--- config.mk ---
export PLATFORM = sky130hd
export DESIGN_NAME = pwm_charge_throttle_and_cell_balance_unit
export DESIGN_NICKNAME = d
export VERILOG_FILES = /design/src/hw/rtl/pctcb_pkg.sv /design/src/hw/rtl/pwm_charge_throttle_and_cell_balance_unit.sv /design/src/hw/rtl/pctcb_cfg.sv /design/src/hw/rtl/pctcb_duty.sv /design/src/hw/rtl/pctcb_bleed.sv
export SDC_FILE = /design/constraint.sdc
export NUM_CORES = 1
export LEC_CHECK = 0
export CAP_MARGIN = 10
export CELL_PAD_IN_SITES_DETAIL_PLACEMENT = 1
export CELL_PAD_IN_SITES_GLOBAL_PLACEMENT = 1
export CORE_ASPECT_RATIO = 0.5
export CORE_MARGIN = 2
export CORE_UTILIZATION = 38
export CTS_CLUSTER_SIZE = 16
export DETAILED_ROUTE_END_ITERATION = 10
export DONT_BUFFER_PORTS = 1
export GPL_TIMING_DRIVEN = 0
export PLACE_DENSITY_LB_ADDON = 0.2
export SLEW_MARGIN = 15
export SYNTH_ARGS = -nofsm -noshare
export SYNTH_HDL_FRONTEND = slang
export SYNTH_HIERARCHICAL = 1
export SYNTH_SLANG_ARGS = --single-unit
--- constraint.sdc ---
create_clock -name clk -period 3.25 [get_ports clk]
set_input_delay 0.975 -clock clk [delete_from_list [all_inputs] [get_ports clk]]
set_output_delay 0.975 -clock clk [all_outputs]
set_load 0.01 [all_outputs]
--- src/hw/rtl/pctcb_pkg.sv ---
// ----------------------------------------------------------------------------
// pctcb_pkg
// Types and constants for the charge throttle / cell balance unit.
// ----------------------------------------------------------------------------
package pctcb_pkg;

    localparam int VOLT_W      = 10;
    localparam int DUTY_W      = 16;
    localparam int CELL_INPUTS = 4;
    localparam int CFG_IDX_W   = 3;
    localparam int CFG_DATA_W  = 16;

    localparam logic [VOLT_W-1:0] CELL_HIGH_LIMIT_RST = 10'd1023;

    typedef enum logic [CFG_IDX_W-1:0] {
        CFG_CELL_HIGH_LIMIT = 3'd0,
        CFG_BLEED_FLOOR     = 3'd1,
        CFG_PV_LOW_LEVEL    = 3'd2,
        CFG_PV_MPP_LEVEL    = 3'd3,
        CFG_DUTY_CEILING    = 3'd4
    } cfg_index_t;

    typedef struct packed {
        logic [VOLT_W-1:0] cell_high_limit;
        logic [VOLT_W-1:0] bleed_floor;
        logic [VOLT_W-1:0] pv_low_level;
        logic [VOLT_W-1:0] pv_mpp_level;
        logic [DUTY_W-1:0] duty_ceiling;
    } cfg_regs_t;

    typedef struct packed {
        logic [VOLT_W-1:0] cell0_volts;
        logic [VOLT_W-1:0] cell1_volts;
        logic [VOLT_W-1:0] cell2_volts;
        logic [VOLT_W-1:0] cell3_volts;
        logic [VOLT_W-1:0] pv_volts;
        logic              battery_full;
        logic [1:0]        highest_cell;
    } in_word_t;

    typedef struct packed {
        logic [DUTY_W-1:0]      duty_count;
        logic [CELL_INPUTS-1:0] bleed_active;
        logic [CELL_INPUTS-1:0] gate_drive;
    } out_word_t;

endpackage

--- src/hw/rtl/pwm_charge_throttle_and_cell_balance_unit.sv ---
// Pipeline: 2 stages (input reg, result reg); an accepted word goes to the input register,
// then to the result register, which drives out_*. Throughput: one word per cycle while
// out_ready keeps up; the duty/bleed update is a single compare-and-step pass.
// in_ready drops only while both registers are full and out_ready is low.
// Reset (rst_n, async, active low): duty count 0, all bleed flags 0, cell_high_limit 1023,
// other config registers 0, both pipeline registers empty.
// ----------------------------------------------------------------------------
// pwm_charge_throttle_and_cell_balance_unit
// Charge throttle PWM duty counter plus passive cell balancing with hysteresis.
// ----------------------------------------------------------------------------
module pwm_charge_throttle_and_cell_balance_unit
    import pctcb_pkg::*;
#(
    parameter int NUM_CELLS = 4
)
(
    input  logic                  clk,
    input  logic                  rst_n,
    // configuration write port
    input  logic                  cfg_wr_en,
    input  logic [CFG_IDX_W-1:0]  cfg_index,
    input  logic [CFG_DATA_W-1:0] cfg_data,
    // input word channel
    input  logic                  in_valid,
    output logic                  in_ready,
    input  in_word_t              in_word,
    // result word channel
    output logic                  out_valid,
    input  logic                  out_ready,
    output out_word_t             out_word
);

    // cells actually handled: clamp to the four cell inputs, at least one
    localparam int CELL_COUNT = (NUM_CELLS > CELL_INPUTS) ? CELL_INPUTS :
                                ((NUM_CELLS < 1) ? 1 : NUM_CELLS);

    cfg_regs_t cfg;

    // stage 1: input register
    logic     s1_valid_reg;
    in_word_t s1_word_reg;

    // stage 2: result register
    logic      out_valid_reg;
    out_word_t out_word_reg;
    out_word_t out_word_next;

    logic                   advance;
    logic [DUTY_W-1:0]      duty_next;
    logic [CELL_INPUTS-1:0] bleed_next;

    // The held word is processed (and state updated) only when the result
    // register can take it, so state steps exactly once per delivered word.
    assign advance  = s1_valid_reg && (!out_valid_reg || out_ready);
    assign in_ready = !s1_valid_reg || advance;

    pctcb_cfg u_cfg (
        .clk       (clk),
        .rst_n     (rst_n),
        .cfg_wr_en (cfg_wr_en),
        .cfg_index (cfg_index),
        .cfg_data  (cfg_data),
        .cfg       (cfg)
    );

    pctcb_duty #(
        .CELL_COUNT (CELL_COUNT)
    ) u_duty (
        .clk       (clk),
        .rst_n     (rst_n),
        .step      (advance),
        .word      (s1_word_reg),
        .cfg       (cfg),
        .duty_next (duty_next)
    );

    pctcb_bleed #(
        .CELL_COUNT (CELL_COUNT)
    ) u_bleed (
        .clk        (clk),
        .rst_n      (rst_n),
        .step       (advance),
        .word       (s1_word_reg),
        .cfg        (cfg),
        .bleed_next (bleed_next)
    );

    // Cell 0 gate is active low; the rest follow their bleed bits.
    always_comb
    begin
        out_word_next.duty_count   = duty_next;
        out_word_next.bleed_active = bleed_next;
        out_word_next.gate_drive   = bleed_next ^ CELL_INPUTS'(1);
    end

    // control
    always_ff @(posedge clk or negedge rst_n)
    begin
        if (!rst_n)
        begin
            s1_valid_reg  <= 1'b0;
            out_valid_reg <= 1'b0;
        end
        else
        begin
            if (in_ready)
                s1_valid_reg <= in_valid;
            if (advance)
                out_valid_reg <= 1'b1;
            else if (out_ready)
                out_valid_reg <= 1'b0;
        end
    end

    // payload, no reset
    always_ff @(posedge clk)
    begin
        if (in_valid && in_ready)
            s1_word_reg <= in_word;
        if (advance)
            out_word_reg <= out_word_next;
    end

    assign out_valid = out_valid_reg;
    assign out_word  = out_word_reg;

endmodule

--- src/hw/rtl/pctcb_cfg.sv ---
// ----------------------------------------------------------------------------
// pctcb_cfg
// Configuration register file, write-only.
// ----------------------------------------------------------------------------
module pctcb_cfg
    import pctcb_pkg::*;
(
    input  logic                  clk,
    input  logic                  rst_n,
    input  logic                  cfg_wr_en,
    input  logic [CFG_IDX_W-1:0]  cfg_index,
    input  logic [CFG_DATA_W-1:0] cfg_data,
    output cfg_regs_t             cfg
);

    cfg_regs_t cfg_reg;
    cfg_regs_t cfg_next;

    always_comb
    begin
        cfg_next = cfg_reg;
        if (cfg_wr_en)
        begin
            unique case (cfg_index_t'(cfg_index))
                CFG_CELL_HIGH_LIMIT: cfg_next.cell_high_limit = cfg_data[VOLT_W-1:0];
                CFG_BLEED_FLOOR:     cfg_next.bleed_floor     = cfg_data[VOLT_W-1:0];
                CFG_PV_LOW_LEVEL:    cfg_next.pv_low_level    = cfg_data[VOLT_W-1:0];
                CFG_PV_MPP_LEVEL:    cfg_next.pv_mpp_level    = cfg_data[VOLT_W-1:0];
                CFG_DUTY_CEILING:    cfg_next.duty_ceiling    = cfg_data[DUTY_W-1:0];
                default:             cfg_next = cfg_reg; // unknown index: ignored
            endcase
        end
    end

    always_ff @(posedge clk or negedge rst_n)
    begin
        if (!rst_n)
        begin
            cfg_reg.cell_high_limit <= CELL_HIGH_LIMIT_RST;
            cfg_reg.bleed_floor     <= '0;
            cfg_reg.pv_low_level    <= '0;
            cfg_reg.pv_mpp_level    <= '0;
            cfg_reg.duty_ceiling    <= '0;
        end
        else
        begin
            cfg_reg <= cfg_next;
        end
    end

    assign cfg = cfg_reg;

endmodule

--- src/hw/rtl/pctcb_duty.sv ---
// ----------------------------------------------------------------------------
// pctcb_duty
// Saturating up/down PWM duty counter.
// ----------------------------------------------------------------------------
module pctcb_duty
    import pctcb_pkg::*;
#(
    parameter int CELL_COUNT = 4
)
(
    input  logic              clk,
    input  logic              rst_n,
    input  logic              step,
    input  in_word_t          word,
    input  cfg_regs_t         cfg,
    output logic [DUTY_W-1:0] duty_next
);

    logic [DUTY_W-1:0] duty_reg;
    logic [VOLT_W-1:0] cell_v [CELL_INPUTS];
    logic              cell_high;
    logic              rise;

    assign cell_v[0] = word.cell0_volts;
    assign cell_v[1] = word.cell1_volts;
    assign cell_v[2] = word.cell2_volts;
    assign cell_v[3] = word.cell3_volts;

    always_comb
    begin
        cell_high = (int'(word.highest_cell) < CELL_COUNT) &&
                    (cell_v[word.highest_cell] >= cfg.cell_high_limit);
        rise = (cell_high || (word.pv_volts < cfg.pv_mpp_level) || word.battery_full) &&
               (duty_reg < cfg.duty_ceiling);
        if (rise)
            duty_next = duty_reg + 1'b1;     // below ceiling, cannot wrap
        else if (duty_reg != '0)
            duty_next = duty_reg - 1'b1;
        else
            duty_next = duty_reg;
    end

    always_ff @(posedge clk or negedge rst_n)
    begin
        if (!rst_n)
            duty_reg <= '0;
        else if (step)
            duty_reg <= duty_next;
    end

endmodule

--- src/hw/rtl/pctcb_bleed.sv ---
// ----------------------------------------------------------------------------
// pctcb_bleed
// Per-cell bleed hysteresis flags.
// ----------------------------------------------------------------------------
module pctcb_bleed
    import pctcb_pkg::*;
#(
    parameter int CELL_COUNT = 4
)
(
    input  logic                   clk,
    input  logic                   rst_n,
    input  logic                   step,
    input  in_word_t               word,
    input  cfg_regs_t              cfg,
    output logic [CELL_INPUTS-1:0] bleed_next
);

    logic [CELL_INPUTS-1:0] bleed_reg;
    logic [VOLT_W-1:0]      cell_v [CELL_INPUTS];
    logic                   pv_ok;

    assign cell_v[0] = word.cell0_volts;
    assign cell_v[1] = word.cell1_volts;
    assign cell_v[2] = word.cell2_volts;
    assign cell_v[3] = word.cell3_volts;
    assign pv_ok     = word.pv_volts >= cfg.pv_low_level;

    // start test first, then stop test, same tick
    always_comb
    begin
        for (int i = 0; i < CELL_INPUTS; i++)
        begin
            if (i >= CELL_COUNT)
                bleed_next[i] = 1'b0;
            else
                bleed_next[i] = (bleed_reg[i] ||
                                 ((cell_v[i] >= cfg.cell_high_limit) && pv_ok)) &&
                                !((cell_v[i] < cfg.bleed_floor) || !pv_ok ||
                                  word.battery_full);
        end
    end

    always_ff @(posedge clk or negedge rst_n)
    begin
        if (!rst_n)
            bleed_reg <= '0;
        else if (step)
            bleed_reg <= bleed_next;
    end

endmodule

* Yosys cells after proc, flatten, opt, wreduce, memory -nomap -nowiden
Index checks and enable logic that the tools add are counted.
** Cells by class
- Multiplexer cells :: 7
- Bitwise operators :: 2
- Add/subtract/negate cells :: 2
- Reduce and logical (&&, ||, !) cells :: 42
- Magnitude comparators :: 13
- Equality and inequality tests :: 4
** Operator list (count)
- >= comparator 10 bit :: 6
- < comparator 10 bit :: 5
- 2-to-1 mux 16 bit :: 2
- binary-select mux 10 bit (select 2 bit) :: 1
- 2-to-1 mux 10 bit :: 2
- adder 16 x 1 -> 16 bit (second input constant) :: 1
- logical OR 1 bit :: 16
- < comparator 16 bit :: 1
- nonzero test 16 bit :: 1
- subtractor 16 x 1 -> 16 bit (second input constant) :: 1
- logical AND 1 bit :: 11
- AND reduction 2 bit :: 5
- logical NOT 1 bit :: 7
- equality test 3 x 2 -> 1 bit (second input constant) :: 2
- equality test 3 x 1 -> 1 bit (second input constant) :: 1
- equality test 3 bit (second input constant) :: 1
- >= comparator 3 bit (second input constant) :: 1
- logical NOT 3 bit :: 1
- NOT 2 -> 3 bit :: 1
- 2-to-1 mux 1 bit :: 2
- nonzero test 2 bit :: 1
- NOT 1 bit :: 1
** Word-level totals
- Word-level logic and storage cells :: 89
- Input bits :: 77
- Register bits :: 155

* Depth between registers and ports, before layout
- Depth in word-level cells :: 9
- Mapped depth :: 14

* By module
Netlist, hierarchy kept.
** By module, submodules not included
- pctcb_duty :: seq. area each 400.4 um^2, cells each 290, area each 2488.6 um^2, instances 1
- pwm_charge_throttle_and_cell_balance_unit :: seq. area each 2272.2 um^2, cells each 86, area each 2352.3 um^2, instances 1
- pctcb_cfg :: seq. area each 1413.9 um^2, cells each 123, area each 2190.9 um^2, instances 1
- pctcb_bleed :: seq. area each 100.1 um^2, cells each 264, area each 2144.6 um^2, instances 1

* Worst setup path after synthesis
No wires, ideal clock.
- Path type :: reg2reg
- Start point :: reg s1_word_reg[0] (netlist bit)
- End point :: reg out_word_reg (netlist bit out_word[19]), data pin
- Arrival time :: 3.161 ns
- Data required time :: 2.990 ns
- Period minus slack after synthesis :: 3.421 ns
- Setup slack :: -0.171 ns
- Cell stages (with the launch flop) :: 14
- Cell sequence :: edfxtp_1 -> clkbuf_1 -> mux4_2 -> inv_1 -> ha_1 -> nand2b_1 -> a21oi_1 -> o21bai_1 -> a211oi_1 -> a21oi_2 -> buf_4 -> nor4_1 -> nor2_1 -> xnor2_1
** On the way
- Word-level cells in the longest chain between the ends :: 9
** RTL lines
- start, declared :: line pwm_charge_throttle_and_cell_balance_unit.sv:41 : in_word_t s1_word_reg;
- start signal, assigned :: line pwm_charge_throttle_and_cell_balance_unit.sv:119 : s1_word_reg <= in_word;
- NOT 2 -> 3 bit (implied by the code) :: line pctcb_duty.sv:32 : (cell_v[word.highest_cell] >= cfg.cell_high_limit);
- binary-select mux 10 bit (select 2 bit) :: line pctcb_duty.sv:32
- 2-to-1 mux 10 bit (implied by the code) (2 in series) :: line pctcb_duty.sv:32
- >= comparator 10 bit :: line pctcb_duty.sv:32
- logical OR 1 bit (2 in series) :: line pctcb_duty.sv:33 : rise = (cell_high || (word.pv_volts < cfg.pv_mpp_level) || word.battery_full) &&
- logical AND 1 bit :: line pctcb_duty.sv:33
- 2-to-1 mux 16 bit :: line pctcb_duty.sv:35 : if (rise)
- named net duty_next[11] :: line pwm_charge_throttle_and_cell_balance_unit.sv:49 : logic [DUTY_W-1:0] duty_next;
- end signal, assigned :: line pwm_charge_throttle_and_cell_balance_unit.sv:121 : out_word_reg <= out_word_next;
- end, declared :: line pwm_charge_throttle_and_cell_balance_unit.sv:45 : out_word_t out_word_reg;
The timed path passes the listed nets, and every way through them passes these cells. The select of a mux whose other input is x is not followed.
A chain may end at the register's enable or synchronous reset.

* Final worst setup path
- Start point :: reg s1_word_reg[0] (netlist bit)
- End point :: reg out_word_reg (netlist bit out_word[13]), data pin
Same word-level chain as after synthesis.

==> impl_metrics.json <==
{
  "switchingPower_uw": 2720,
  "cp_cell_sequence": "clkbuf_16 > mux4_2 > inv_2 > ha_4 > nand2b_4 > a21oi_4 > o21bai_4 > a211oi_4 > buf_6 > a21o_1 > buf_6 > mux2_2 > xor2_1",
  "h-tree-depth": 4,
  "dp_hpwl_mm": 17.3,
  "fmax_mhz": 307,
  "status": "finished with violations",
  "ys_types": 66,
  "worst_ep_required_time_ns": 3.43,
  "slew_headroom_pct": 49.1,
  "critPathKind": "register to register",
  "yosys_warnings": 6,
  "r2r_slack_ns": -0.008,
  "coreArea_mm2": 0.0239,
  "synth_top_area_cell": "edfxtp_1",
  "yosys_most_used_dff": "edfxtp_1",
  "wl_mm": 23.2,
  "fp.dieH_um": 114,
  "leakagePower_uw": 0.00450,
  "synth.ff_latch_count": 152,
  "final_cell_mix": "119 x ha_1, 74 x edfxtp_1, 70 x inv_1, 68 x dfrtp_1, 47 x mux2_2",
  "drive_gt1_share_pct": 25.2,
  "clock_latency_ns": 0.45,
  "synth_edf_count": 74,
  "critPathSlowestCell": "mux4_2",
  "io_buffers": 0,
  "r2r-start": "s1_word_reg[0]",
  "violations": "negative setup slack",
  "crit_start": "s1_word_reg[0]",
  "finish.utilization_pct": 44.9,
  "synth.avg_cell_area_um2": 12.0,
  "final_common_cell": "ha_1",
  "setup_viol": 1,
  "fin_setup_tns_ns": -0.00781,
  "hold_violations": 0,
  "syn_inst": 763,
  "drt_iter0_drc": 309,
  "fin_skew_ns": 0.00881,
  "combPwrFrac_pct": 37.3,
  "syn_to_final_growth_pct": 16.9,
  "clkPwrFrac_pct": 25.6,
  "rows": 40,
  "fin_ws_ns": -0.00781,
  "rsz0062_at_grt": "yes",
  "dieArea_mm2": 0.0255,
  "start_util_pct": 38.4,
  "hold_class": "primary input to async pin",
  "largest_reg_flops": 56,
  "antenna_found_initial": 0,
  "clk_pin_slew_ns": 0.06,
  "slowest_delay_ns": 0.51,
  "synth_top_cell_area_share_pct": 24.2,
  "post_drt_wl_per_cell_um": 20.6,
  "antenna_cells": 0,
  "ios": 103,
  "period_share_pct": 100,
  "synth_area_leaders": "edfxtp_1 24%, dfrtp_1 19%, ha_1 17%, mux2_2 5.8%, inv_1 2.9%",
  "fin_nets": 998,
  "gr-total-overflow": 0,
  "internal-power_uw": 4960,
  "start_kind": "register",
  "grt_pass1_wl_mm": 36.1,
  "seq_power_share_pct": 37.1,
  "cts_buffer_depth": 2,
  "firstDrtPassIters": 6,
  "clock-root-buffer": "clkbuf_16",
  "finalWorstPathRequiredPeriod_ns": 3.26,
  "grt_max_degree": 79,
  "reg2reg_to": "out_word[13]",
  "p_sw_share_pct": 35.4,
  "cp-end-kind": "register",
  "max_cap_violations": 0,
  "drv_slew": 0,
  "vdd_ir_drop_max_uv": 310,
  "powerDensity_mw_per_mm2": 716,
  "cts_inserted_buffers": 17,
  "gp_congestion": 0.833,
  "dp_slack_ns": -0.774,
  "grt_usage_pct": 18.8,
  "drcViolationCount": 0,
  "synthArstFlopShare_pct": 51.3,
  "cts_sinks": 152,
  "cts_tree": "done",
  "syn_nets": 963,
  "via_per_inst": 5.43,
  "netlist_area_mm2": 0.00918,
  "crit_path_frequent_cell": "buf_6",
  "ant_nets": 0,
  "vias": 6113,
  "ys_seq_area_share_pct": 45.6,
  "max_slew.worst_pin.slew_ns": 0.755,
  "die_w_um": 224,
  "crit_fanout": 6,
  "worstPathArrival_ns": 3.44,
  "grt_pass1_vias": 6617,
  "r2r_cells": 13
}
## Yosys cell counts, drive strengths merged, types with 12 or more instances
master	n
nand2b	19
edfxtp	74
dfrtp	68
a21oi	30
a211oi	12
ha	123
xnor2	19
mux2	57
o21ai	33
nand2	38
nor2	28
nand4	16
inv	71
buf	15
## power groups by stage
stage	clock [µW]	sequential [µW]	combinational, µW
global route	2110	2910	3190
global placement	0	2860	2200
floorplan	0	2740	1760
detailed placement	0	2870	2330
finish	1970	2850	2860
CTS	2030	2840	2440
## critical path: cells and delay by family, from the launching register on
| family | cells | cell delay (ns) |
|---|---|---|
| simple gates | 1 | 0.14 |
| flops | 1 | 0.44 |
| fa+ha+maj | 1 | 0.19 |
| buf+inv | 4 | 0.57 |
| compound gates | 4 | 0.61 |
| xor+xnor | 1 | 0.17 |
| mux | 2 | 0.86 |
## through the flow
stage | hold WS [ns] | area, µm² | power (µW) | cells
final | 0.222 | 10700 | 7680 | 1126
after detailed placement | 0.497 | 9600 | 5200 | 1079
after global placement | 0.490 | 9570 | 5050 | 1078
after global routing | 0.193 | 10700 | 8210 | 1126
after CTS | 0.196 | 10300 | 7300 | 1113
after floorplan | 0.472 | 9180 | 4510 | 763
## how the worst max path moves through the flow
stage,end,cells after the start
after floorplan,u_duty/duty_reg[15],6
after global placement,out_word[19],13
after detailed placement,out_word[21],13
after CTS,out_word[16],13
after global routing,out_word[13],12
final,out_word[13],13
## layout make-up
class                           count  area [µm²]
Clock inverter                     10         101
Multi-Input combinational cell    516        4940
Clock buffer                       22         474
Buffer                             22         185
Fill cell                        2461       13100
Timing Repair Buffer               17         178
Inverter                           72         270
Sequential cell                   152        4190
Tap cell                          315         394
## metal layers
layer	wire (µm)	global-route usage (%)	share of wire, %
met1	10700	23.7	46
met3	575	4.04	2.5
met5	0	0	0
met4	298	6.00	1.3
met2	11600	32.5	50
## timing repair
action,CTS,global route
buffers inserted,3,9
gates resized for setup,21,58
pin swaps,1,27
cloned,0,4
setup endpoints to repair,32,28
hold buffers,0,0
## cells by family after synthesis
family,share of synthesized area [%]
muxes,10.5
xor gates and xnor gates,2.77
adders and majority gates,16.8
and+or+nand+nor,10.6
AOI/OAI and AO/OA,9.27
DFF,45.6
buffers and inverters,4.45
No activity file was read; power rests on OpenSTA's default activity.
